`config.mk`:
```
export PLATFORM = sky130hd
export DESIGN_NAME = arm_swing_gait_sequencer
export DESIGN_NICKNAME = d
export VERILOG_FILES = /design/src/hw/rtl/asgs_pkg.sv /design/src/hw/rtl/asgs_div.sv /design/src/hw/rtl/arm_swing_gait_sequencer.sv
export VERILOG_INCLUDE_DIRS = /design/src /design/src/hw/rtl
export SDC_FILE = /design/constraint.sdc
export NUM_CORES = 2
export LEC_CHECK = 0
export BUFFER_PORTS_ARGS = -buffer_cell sky130_fd_sc_hd__buf_2
export CORE_UTILIZATION = 51
export CTS_BUF_LIST = sky130_fd_sc_hd__clkbuf_4 sky130_fd_sc_hd__clkbuf_8
export DETAILED_ROUTE_END_ITERATION = 16
export PLACE_DENSITY = 0.7
export SLEW_MARGIN = 15
export SYNTH_ARGS = -nofsm -noshare
export SYNTH_HDL_FRONTEND = slang
export SYNTH_SLANG_ARGS = --single-unit
```
`constraint.sdc`:
```
create_clock -name aclk -period 8.5 [get_ports aclk]
set_clock_uncertainty 0.05 [all_clocks]
set_input_delay 0.425 -clock aclk [delete_from_list [all_inputs] [get_ports aclk]]
set_output_delay 0.425 -clock aclk [all_outputs]
set_load 0.02 [all_outputs]
```
`src/hw/rtl/arm_swing_gait_sequencer_assert.svh`:
```
// Assertion macros for the arm swing gait sequencer.
// Uses the aclk / aresetn names of the including module.
`ifndef ARM_SWING_GAIT_SEQUENCER_ASSERT_SVH
`define ARM_SWING_GAIT_SEQUENCER_ASSERT_SVH

// Implication in the same cycle
`define ASGS_ASSERT_IMPL(lbl, ante, cons) \
    lbl: assert property (@(posedge aclk) disable iff (!aresetn) (ante) |-> (cons)) \
        else $error("asgs assertion failed");

// Implication checked in the next cycle
`define ASGS_ASSERT_NEXT(lbl, ante, cons) \
    lbl: assert property (@(posedge aclk) disable iff (!aresetn) (ante) |=> (cons)) \
        else $error("asgs assertion failed");

`endif

```
`src/hw/rtl/asgs_pkg.sv`:
```
// Package for the arm swing gait sequencer: types, codes and constants.
// No dependencies.
`default_nettype none
package asgs_pkg;

    localparam int COUNT_WIDTH_DEF = 16;
    localparam int FRM_W  = 16;   // phase frame count width
    localparam int PROG_W = 16;   // quotient bits of progress

    localparam logic [1:0] KIND_TICK  = 2'd0;
    localparam logic [1:0] KIND_LEFT  = 2'd1;
    localparam logic [1:0] KIND_RIGHT = 2'd2;

    localparam logic [1:0] MODE_SUPPORT = 2'd0;
    localparam logic [1:0] MODE_SWING   = 2'd1;
    localparam logic [1:0] MODE_DOUBLE  = 2'd2;
    localparam logic [1:0] MODE_PDOUBLE = 2'd3;

    localparam logic CFG_IS_LEFT   = 1'b0;
    localparam logic CFG_AMPLITUDE = 1'b1;

    localparam logic [16:0] COEF_A     = 17'd51472;
    localparam logic [16:0] COEF_B     = 17'd21024;
    localparam logic [16:0] COEF_C     = 17'd2320;
    localparam logic [16:0] INV_TWO_PI = 17'd10430;
    localparam logic [16:0] ONE_Q16    = 17'd65536;

    typedef enum logic [3:0] {
        ST_IDLE, ST_DIV, ST_PHASE, ST_SIN0, ST_SIN1, ST_SIN2, ST_SIN3,
        ST_SIN4, ST_SIN5, ST_SIN6, ST_SIN7, ST_EASE, ST_MULD, ST_OFS
    } state_t;

    typedef struct packed {
        logic              done;
        logic [PROG_W-1:0] quot;
    } div_stat_t;

    function automatic logic [1:0] following_mode(input logic [1:0] m);
        logic [1:0] r;
        unique case (m)
            MODE_SUPPORT: r = MODE_DOUBLE;
            MODE_SWING:   r = MODE_PDOUBLE;
            MODE_DOUBLE:  r = MODE_SWING;
            default:      r = MODE_SUPPORT;
        endcase
        return r;
    endfunction

endpackage
`default_nettype wire

```
`src/hw/rtl/asgs_div.sv`:
```
// Restoring divider: quot = num * 2^16 / den, one quotient bit a cycle.
// Depends on asgs_pkg; num < den is required.
`default_nettype none
module asgs_div (
    input  wire logic                        aclk,
    input  wire logic                        aresetn,
    input  wire logic                        start,
    input  wire logic [asgs_pkg::FRM_W-1:0]  num,
    input  wire logic [asgs_pkg::FRM_W-1:0]  den,
    output asgs_pkg::div_stat_t              stat
);
    import asgs_pkg::*;

    localparam int CW = $clog2(PROG_W + 1);

    logic [FRM_W:0]    rem_reg, rem_next;
    logic [FRM_W-1:0]  den_reg;
    logic [PROG_W-1:0] quot_reg, quot_next;
    logic [CW-1:0]     cnt_reg;
    logic              done_reg;
    logic [FRM_W:0]    r2;
    logic              ge;

    always_comb begin
        r2 = {rem_reg[FRM_W-1:0], 1'b0};
        ge = r2 >= {1'b0, den_reg};
        rem_next  = ge ? r2 - {1'b0, den_reg} : r2;
        quot_next = {quot_reg[PROG_W-2:0], ge};
    end

    always_ff @(posedge aclk) begin
        if (!aresetn) begin
            cnt_reg  <= '0;
            done_reg <= 1'b0;
        end else begin
            done_reg <= 1'b0;
            if (start) begin
                cnt_reg <= CW'(PROG_W);
            end else if (cnt_reg != '0) begin
                cnt_reg <= cnt_reg - 1'b1;
                if (cnt_reg == CW'(1)) begin
                    done_reg <= 1'b1;
                end
            end
        end
    end

    always_ff @(posedge aclk) begin
        if (start) begin
            rem_reg  <= {1'b0, num};
            den_reg  <= den;
            quot_reg <= '0;
        end else if (cnt_reg != '0) begin
            rem_reg  <= rem_next;
            quot_reg <= quot_next;
        end
    end

    assign stat.done = done_reg;
    assign stat.quot = quot_reg;
endmodule
`default_nettype wire

```
`src/hw/rtl/arm_swing_gait_sequencer.sv`:
```
// Arm swing gait sequencer, top level: sequencer, shared multiplier, datapath.
// Depends on asgs_pkg, asgs_div and arm_swing_gait_sequencer_assert.svh.
//
// A tick request holds the input while the progress divide in asgs_div runs (it is
// skipped when progress saturates) and the datapath steps run, plus any wait for the
// previous result to be taken; the 17x17
// multiplier is stepped through the sine polynomial, the easing term and the
// final scaling. Start requests and kind 3 are taken while idle and give no
// result. s_tready is high only while the sequencer is idle; the result
// register frees once m_tready takes it.
`default_nettype none
module arm_swing_gait_sequencer #(
    parameter int COUNT_WIDTH = asgs_pkg::COUNT_WIDTH_DEF
) (
    input  wire logic        aclk,
    input  wire logic        aresetn,
    input  wire logic        s_tvalid,
    output logic             s_tready,
    input  wire logic [31:0] s_tdata,   // [15:0] single_support_frames, [31:16] double_support_frames
    input  wire logic [2:0]  s_tuser,   // [1:0] kind, [2] step_is_end
    output logic             m_tvalid,
    input  wire logic        m_tready,
    output logic [15:0]      m_tdata,   // [15:0] shoulder_pitch_offset
    output logic [1:0]       m_tuser,   // [1:0] mode_after
    input  wire logic        cfg_we,
    input  wire logic        cfg_index,
    input  wire logic [14:0] cfg_wdata
);
    import asgs_pkg::*;

    localparam int CMPW = (COUNT_WIDTH > FRM_W) ? COUNT_WIDTH : FRM_W;

    // configuration
    logic        is_left_reg;
    logic [14:0] amp_reg;

    // sequencer state
    state_t state_reg, state_next;
    logic [1:0]             mode_reg;
    logic [COUNT_WIDTH-1:0] count_reg;
    logic                   first_reg;
    logic                   prev_end_reg;

    // latched request
    logic [FRM_W-1:0] ss_reg, ds_reg;
    logic             end_reg;

    // datapath
    logic [16:0]        p_reg;
    logic [15:0]        x_reg, x2_reg, x3_reg, x5_reg;
    logic               sneg_reg;
    logic [33:0]        prod_reg, acc_reg;
    logic [16:0]        e_reg;
    logic signed [16:0] start_reg;
    logic [16:0]        mag_reg;
    logic               dneg_reg;

    // output register
    logic        m_tvalid_reg;
    logic [15:0] m_data_reg;
    logic [1:0]  m_user_reg;

    // decoded request
    logic [1:0]       in_kind;
    logic [FRM_W-1:0] in_ss, in_ds;
    logic             in_end;
    logic             accept, accept_tick;

    assign in_kind = s_tuser[1:0];
    assign in_end  = s_tuser[2];
    assign in_ss   = s_tdata[15:0];
    assign in_ds   = s_tdata[31:16];
    assign accept      = s_tvalid && s_tready;
    assign accept_tick = accept && (in_kind == KIND_TICK);

    // phase frame count and progress bypass
    logic [CMPW-1:0]    c_ext;
    logic [FRM_W-1:0]   f_sel;
    logic               bypass;
    logic signed [16:0] a_s, st_a, en_a;
    logic signed [17:0] diff;
    logic               div_start;
    div_stat_t          dstat;

    always_comb begin
        c_ext = CMPW'(count_reg);
        f_sel = in_end ? in_ds : in_ss;
        bypass = (!in_end && mode_reg[1]) || (f_sel == '0) ||
                 (c_ext >= CMPW'(f_sel));
        a_s = signed'({2'b00, amp_reg});
        // modes support and double swing back, the others forward
        if (mode_reg == MODE_SUPPORT || mode_reg == MODE_DOUBLE) begin
            st_a = a_s;
            en_a = -a_s;
        end else begin
            st_a = -a_s;
            en_a = a_s;
        end
        if (in_end) begin
            if (prev_end_reg) begin
                st_a = '0;
                en_a = '0;
            end else if (first_reg) begin
                st_a = '0;
                en_a = -en_a;
            end else begin
                st_a = -st_a;
                en_a = '0;
            end
        end
        diff = 18'(en_a) - 18'(st_a);
        div_start = accept_tick && !bypass;
    end

    asgs_div u_div (
        .aclk    (aclk),
        .aresetn (aresetn),
        .start   (div_start),
        .num     (c_ext[FRM_W-1:0]),
        .den     (f_sel),
        .stat    (dstat)
    );

    // shared multiplier operand select
    logic [16:0] mul_a, mul_b;
    logic [33:0] acc_sub;
    always_comb begin
        mul_a = '0;
        mul_b = '0;
        acc_sub = acc_reg - prod_reg;
        case (state_reg)
            ST_SIN0: begin mul_a = {1'b0, x_reg}; mul_b = {1'b0, x_reg}; end
            ST_SIN1: begin mul_a = {1'b0, prod_reg[30:15]}; mul_b = {1'b0, x_reg}; end
            ST_SIN2: begin mul_a = {1'b0, prod_reg[30:15]}; mul_b = {1'b0, x2_reg}; end
            ST_SIN3: begin mul_a = COEF_A; mul_b = {1'b0, x_reg}; end
            ST_SIN4: begin mul_a = COEF_C; mul_b = {1'b0, x5_reg}; end
            ST_SIN5: begin mul_a = COEF_B; mul_b = {1'b0, x3_reg}; end
            ST_SIN7: begin mul_a = acc_reg[31:15]; mul_b = INV_TWO_PI; end
            ST_MULD: begin mul_a = mag_reg; mul_b = e_reg; end
            default: begin mul_a = '0; mul_b = '0; end
        endcase
    end

    // easing and final offset
    logic signed [18:0] e_s;
    logic [16:0]        e_clamp;
    logic [33:0]        d_sum;
    logic signed [18:0] res;
    logic [15:0]        res_sat;
    logic               out_free;
    always_comb begin
        e_s = sneg_reg ? 19'(p_reg) + 19'(prod_reg[29:15])
                       : 19'(p_reg) - 19'(prod_reg[29:15]);
        if (e_s < 0) begin
            e_clamp = '0;
        end else if (e_s > 19'(ONE_Q16)) begin
            e_clamp = ONE_Q16;
        end else begin
            e_clamp = e_s[16:0];
        end
        d_sum = prod_reg + 34'd32768;
        res = dneg_reg ? 19'(start_reg) - 19'(d_sum[32:16])
                       : 19'(start_reg) + 19'(d_sum[32:16]);
        if (res > 19'sd32767) begin
            res_sat = 16'h7FFF;
        end else if (res < -19'sd32768) begin
            res_sat = 16'h8000;
        end else begin
            res_sat = res[15:0];
        end
        out_free = !m_tvalid_reg || m_tready;
    end

    // mode advance after the frame is counted
    logic [COUNT_WIDTH-1:0] cnt_inc;
    logic [1:0]             m1, m2;
    logic                   chg1, chg2;
    always_comb begin
        cnt_inc = (count_reg == '1) ? count_reg : count_reg + 1'b1;
        chg1 = CMPW'(cnt_inc) >= CMPW'(mode_reg[1] ? ds_reg : ss_reg);
        m1 = following_mode(mode_reg);
        chg2 = chg1 && ((m1[1] ? ds_reg : ss_reg) == '0);
        m2 = chg2 ? following_mode(m1) : (chg1 ? m1 : mode_reg);
    end

    // next state
    always_comb begin
        state_next = state_reg;
        unique case (state_reg)
            ST_IDLE:  if (accept_tick) begin
                          state_next = bypass ? ST_PHASE : ST_DIV;
                      end
            ST_DIV:   if (dstat.done) begin
                          state_next = ST_PHASE;
                      end
            ST_PHASE: state_next = ST_SIN0;
            ST_SIN0:  state_next = ST_SIN1;
            ST_SIN1:  state_next = ST_SIN2;
            ST_SIN2:  state_next = ST_SIN3;
            ST_SIN3:  state_next = ST_SIN4;
            ST_SIN4:  state_next = ST_SIN5;
            ST_SIN5:  state_next = ST_SIN6;
            ST_SIN6:  state_next = ST_SIN7;
            ST_SIN7:  state_next = ST_EASE;
            ST_EASE:  state_next = ST_MULD;
            ST_MULD:  state_next = ST_OFS;
            ST_OFS:   if (out_free) begin
                          state_next = ST_IDLE;
                      end
            default:  state_next = ST_IDLE;
        endcase
    end

    // outputs of the sequencer
    always_comb begin
        s_tready = (state_reg == ST_IDLE);
    end

    // control registers
    always_ff @(posedge aclk) begin
        if (!aresetn) begin
            state_reg    <= ST_IDLE;
            is_left_reg  <= 1'b1;
            amp_reg      <= '0;
            mode_reg     <= MODE_SUPPORT;
            count_reg    <= '0;
            first_reg    <= 1'b1;
            prev_end_reg <= 1'b0;
            m_tvalid_reg <= 1'b0;
        end else begin
            state_reg <= state_next;
            if (cfg_we) begin
                unique case (cfg_index)
                    CFG_IS_LEFT:   is_left_reg <= cfg_wdata[0];
                    CFG_AMPLITUDE: amp_reg     <= cfg_wdata;
                    default:       ;
                endcase
            end
            if (m_tvalid_reg && m_tready) begin
                m_tvalid_reg <= 1'b0;
            end
            if (accept && (in_kind == KIND_LEFT || in_kind == KIND_RIGHT)) begin
                mode_reg     <= (((in_kind == KIND_LEFT)) == is_left_reg) ?
                                MODE_DOUBLE : MODE_PDOUBLE;
                count_reg    <= '0;
                first_reg    <= 1'b1;
                prev_end_reg <= 1'b0;
            end
            if (state_reg == ST_OFS && out_free) begin
                m_tvalid_reg <= 1'b1;
                mode_reg     <= m2;
                count_reg    <= chg1 ? '0 : cnt_inc;
                if (chg1) begin
                    first_reg    <= 1'b0;
                    prev_end_reg <= end_reg;
                end
            end
        end
    end

    // datapath registers
    always_ff @(posedge aclk) begin
        // product held while the offset waits for the result register
        if (state_reg != ST_OFS) begin
            prod_reg <= mul_a * mul_b;
        end
        if (accept_tick) begin
            ss_reg    <= in_ss;
            ds_reg    <= in_ds;
            end_reg   <= in_end;
            p_reg     <= ONE_Q16;
            start_reg <= st_a;
            dneg_reg  <= diff < 0;
            mag_reg   <= (diff < 0) ? 17'(-diff) : 17'(diff);
        end
        case (state_reg)
            ST_DIV:   if (dstat.done) begin
                          p_reg <= {1'b0, dstat.quot};
                      end
            ST_PHASE: begin
                // quarter-wave fold of the phase
                sneg_reg <= p_reg[15];
                x_reg    <= p_reg[14] ? 16'd32768 - {1'b0, p_reg[13:0], 1'b0}
                                      : {1'b0, p_reg[13:0], 1'b0};
            end
            ST_SIN1:  x2_reg <= prod_reg[30:15];
            ST_SIN2:  x3_reg <= prod_reg[30:15];
            ST_SIN3:  x5_reg <= prod_reg[30:15];
            ST_SIN4:  acc_reg <= prod_reg;
            ST_SIN5:  acc_reg <= acc_reg + prod_reg;
            ST_SIN6:  acc_reg <= acc_sub;
            ST_EASE:  e_reg <= e_clamp;
            ST_OFS:   if (out_free) begin
                          m_data_reg <= res_sat;
                          m_user_reg <= m2;
                      end
            default:  ;
        endcase
    end

    // result mode is captured together with the offset
    assign m_tvalid = m_tvalid_reg;
    assign m_tdata  = m_data_reg;
    assign m_tuser  = m_user_reg;

`include "arm_swing_gait_sequencer_assert.svh"

    `ASGS_ASSERT_IMPL(a_div_from_idle, div_start, state_reg == ST_IDLE)
    `ASGS_ASSERT_NEXT(a_tick_busy, accept_tick, state_reg != ST_IDLE)
    `ASGS_ASSERT_IMPL(a_result_from_ofs, $rose(m_tvalid_reg), $past(state_reg) == ST_OFS)
    `ASGS_ASSERT_IMPL(a_div_done_in_div, dstat.done, state_reg == ST_DIV)

endmodule
`default_nettype wire
```
==> metrics.yaml <==
outcome:
  status: "completed"
die:
  start_util_pct: 51.84
  die_w_um: 255.7
  fp.dieArea_um2: 65380
  row_count: 92
  die_h_um: 255.7
  pin_count: 76
  placeableCoreArea_um2: 63310
detailed_routing:
  drtPass1Iterations: 5
  avgRoutedWirePerCell_um: 18.91
  via_per_inst: 5.706
  routed_wirelength_um: 88370
  drtAntennaViolNets: 0
  drtIter0Drc: 2022
  drc: 0
  via_count: 26670
pwr:
  p_int_w: 0.004147
  ir_worst_vdd_uv: 172.1
  p_sw_share_pct: 37.90
  p_clk_share_pct: 24.2
  comb_power_share_pct: 41.7
  leakage_nw: 15.89
  p_sw_w: 0.002531
  powerDensity_nw_per_um2: 183.9
  p_seq_share_pct: 34.1
worst_setup_path:
  slowest_delay_ps: 560
  endpoint_kind: "flop"
  cp_max_fo: 19
  r2r-end: "prod_reg[30]"
  reg2regPathDepth: 28
  cp_common_cell: "fa_1"
  cp-start-kind: "flop"
  cp_data_arrival_time_ps: 8520
  critPathRequiredTime_ps: 8870
  r2r_slack_ps: 350
  crit_path_top_delay_cell: "fa_1"
  timing.rr.start: "state_reg[1]"
  critPathKind: "flop to flop"
synthesis:
  synth_cell_types: 92
  synth_top_area_cell: "edfxtp_1"
  yosys-top-cells-area: "edfxtp_1 24%, fa_1 14%, ha_1 10%, xnor2_1 5.0%, nand2_1 4.9%"
  ys_warn_count: 0
  synth.net_count: 4198
  synth_most_common_cell: "nand2_1"
  synth_seq_cells: 344
  netlist.area_leader.share_pct: 24.15
  synth_ff_type: "edfxtp_1"
  syn_area_per_cell_um2: 9.000
  synth_edf_count: 264
  syn_inst: 3647
  syn_area_um2: 32820
  ys_top_cells_by_count: "432 x nand2_1, 419 x inv_1, 326 x nor2_1"
  yosysSeqAreaShare_pct: 29.03
  synthArstFlopShare_pct: 0
min_path:
  holdPathEnd: "state_reg[1]"
  hold_path.class: "input pin to flop"
  min_from: "aresetn"
  whs_path_depth: 3
sta:
  fmax_ghz: 0.1227
  final-hold-violation-count: 0
  worst_slew_pin_slew_ps: 1108
  setup_violations: 0
  fin_tns_setup_ps: 0
  period_needed_ps: 8151
  period_share_pct: 95.90
  grt_setup_unrepaired: "false"
  whs_ps: 86.12
  slew_viol_final: 0
  max-slew-margin-rel_pct: 25.88
final_layout:
  largest_register_ffs: 33
  final_core_util_pct: 57.37
  syn_to_final_growth_pct: 10.66
  n_fill_cell: 5612
  seq_area_um2: 9529
  multi_input_area_um2: 21230
  n_antenna_cell: 0
  final_cell_count_no_fill: 4674
  nets: 4334
  final_layout_size_suffix_gt1_share_pct: 9.274
clocking:
  cts_tree: "done"
  clock-sinks: 344
  cts_root_buf: "clkbuf_8"
  cts_setup_buffers: 0
  clk_pin_slew_worst_paths_ps: 70
  clk_latency_ps: 690
  clk_path_buf_depth: 3
  htreeDepth: 2
  cts_made_buffers: 55
global_route:
  grt_pass1_wl_um: 141600
  overflow: 0
  antenna_found_initial: 0
  grt_max_degree: 72
  grt_pass1_vias: 26210
  track_usage_pct: 27.10
place:
  portBuffers: 75
  dp.final_hpwl_um: 68550
  place_inst: 4522
  place_congestion: 0.9931
flow_run:
  cap_viol_max_count: 0
[stage by stage]
step / instance area (µm²) / power, W / setup WS, ps
2_1_floorplan: 32820 / 0.004380 / 319.5
3_3_place_gp: 34500 / 0.005007 / -9.432
3_5_place_dp: 34500 / 0.005037 / -40.02
4_1_cts: 36260 / 0.006678 / 80.14
5_1_grt: 36320 / 0.007105 / 7.013
6_report: 36320 / 0.006678 / 348.6
[per-layer routing]
metal	global-route usage, %	up-vias	part of all wire (%)
li1	-	12740	-
met3	3.684	181	6.5
met2	45.80	966	48
met5	0	-	0
met1	35.66	12780	42
met4	9.265	0	3.6
[cell usage in the layout (no fill, tap or decap), drive strengths merged, types with 30 or more instances in the layout]
cell	count
a21o	74
a21oi	195
a22oi	55
and2	45
buf	179
clkbuf	77
dfxtp	80
dlygate4sd3	50
edfxtp	264
fa	229
ha	266
inv	424
mux2i	57
nand2	433
nand2b	57
nand3	77
nand4	30
nor2	326
nor2b	33
nor3	65
o21ai	141
xnor2	191
xor2	76
[what timing repair did]
item / 4_1_cts / 5_1_grt
hold buffers: 50 / 0
endpoints found under the setup margin: 1 / 5
hold endpoints to repair: 49 / 0
gates resized for setup: 2 / 12
[critical path: cells and delay by family (launching register included)]
family          cells  cell delay [ps]
compound gates      5             1510
fa+ha+maj           7             3530
buf+inv             7             1100
flops               1              320
mux                 1              280
simple gates        8             1110
[logic make-up after synthesis]
kind of cell	Yosys count	synth area share, %
mux	63	1.944
buf+inv	574	6.671
compound gates	713	14.34
simple gates	1191	16.70
flops	344	29.03
xor+xnor	267	7.205
fa+ha+maj	495	24.11
[power groups by stage]
stage | combinational [W] | clock, W | sequential (W)
2_1_floorplan | 0.00216 | 0 | 0.00222
3_3_place_gp | 0.00271 | 0 | 0.00230
3_5_place_dp | 0.00273 | 0 | 0.00230
4_1_cts | 0.00277 | 0.00164 | 0.00227
5_1_grt | 0.00310 | 0.00172 | 0.00229
6_report | 0.00278 | 0.00162 | 0.00228
[worst max path at each step]
stage,startpoint,end,slack [ps],depth (start not counted)
3_5_place_dp,state_reg[0],prod_reg[29],-40,30
2_1_floorplan,state_reg[2],prod_reg[30],320,28
4_1_cts,state_reg[0],prod_reg[29],80,31
5_1_grt,state_reg[1],prod_reg[30],7,28
3_3_place_gp,state_reg[0],prod_reg[29],-9,31
6_report,state_reg[1],prod_reg[30],350,28
[final cells by class]
type	count	area share, %
multi-input cells	2729	58.45
repair buffers	229	4.561
well taps	846	2.914
flip-flops and latches	344	26.24
inverters	424	4.382
clock buffers	77	2.746
clock inverters	25	0.7096
Note: power is estimated with default switching activity, not from simulation.
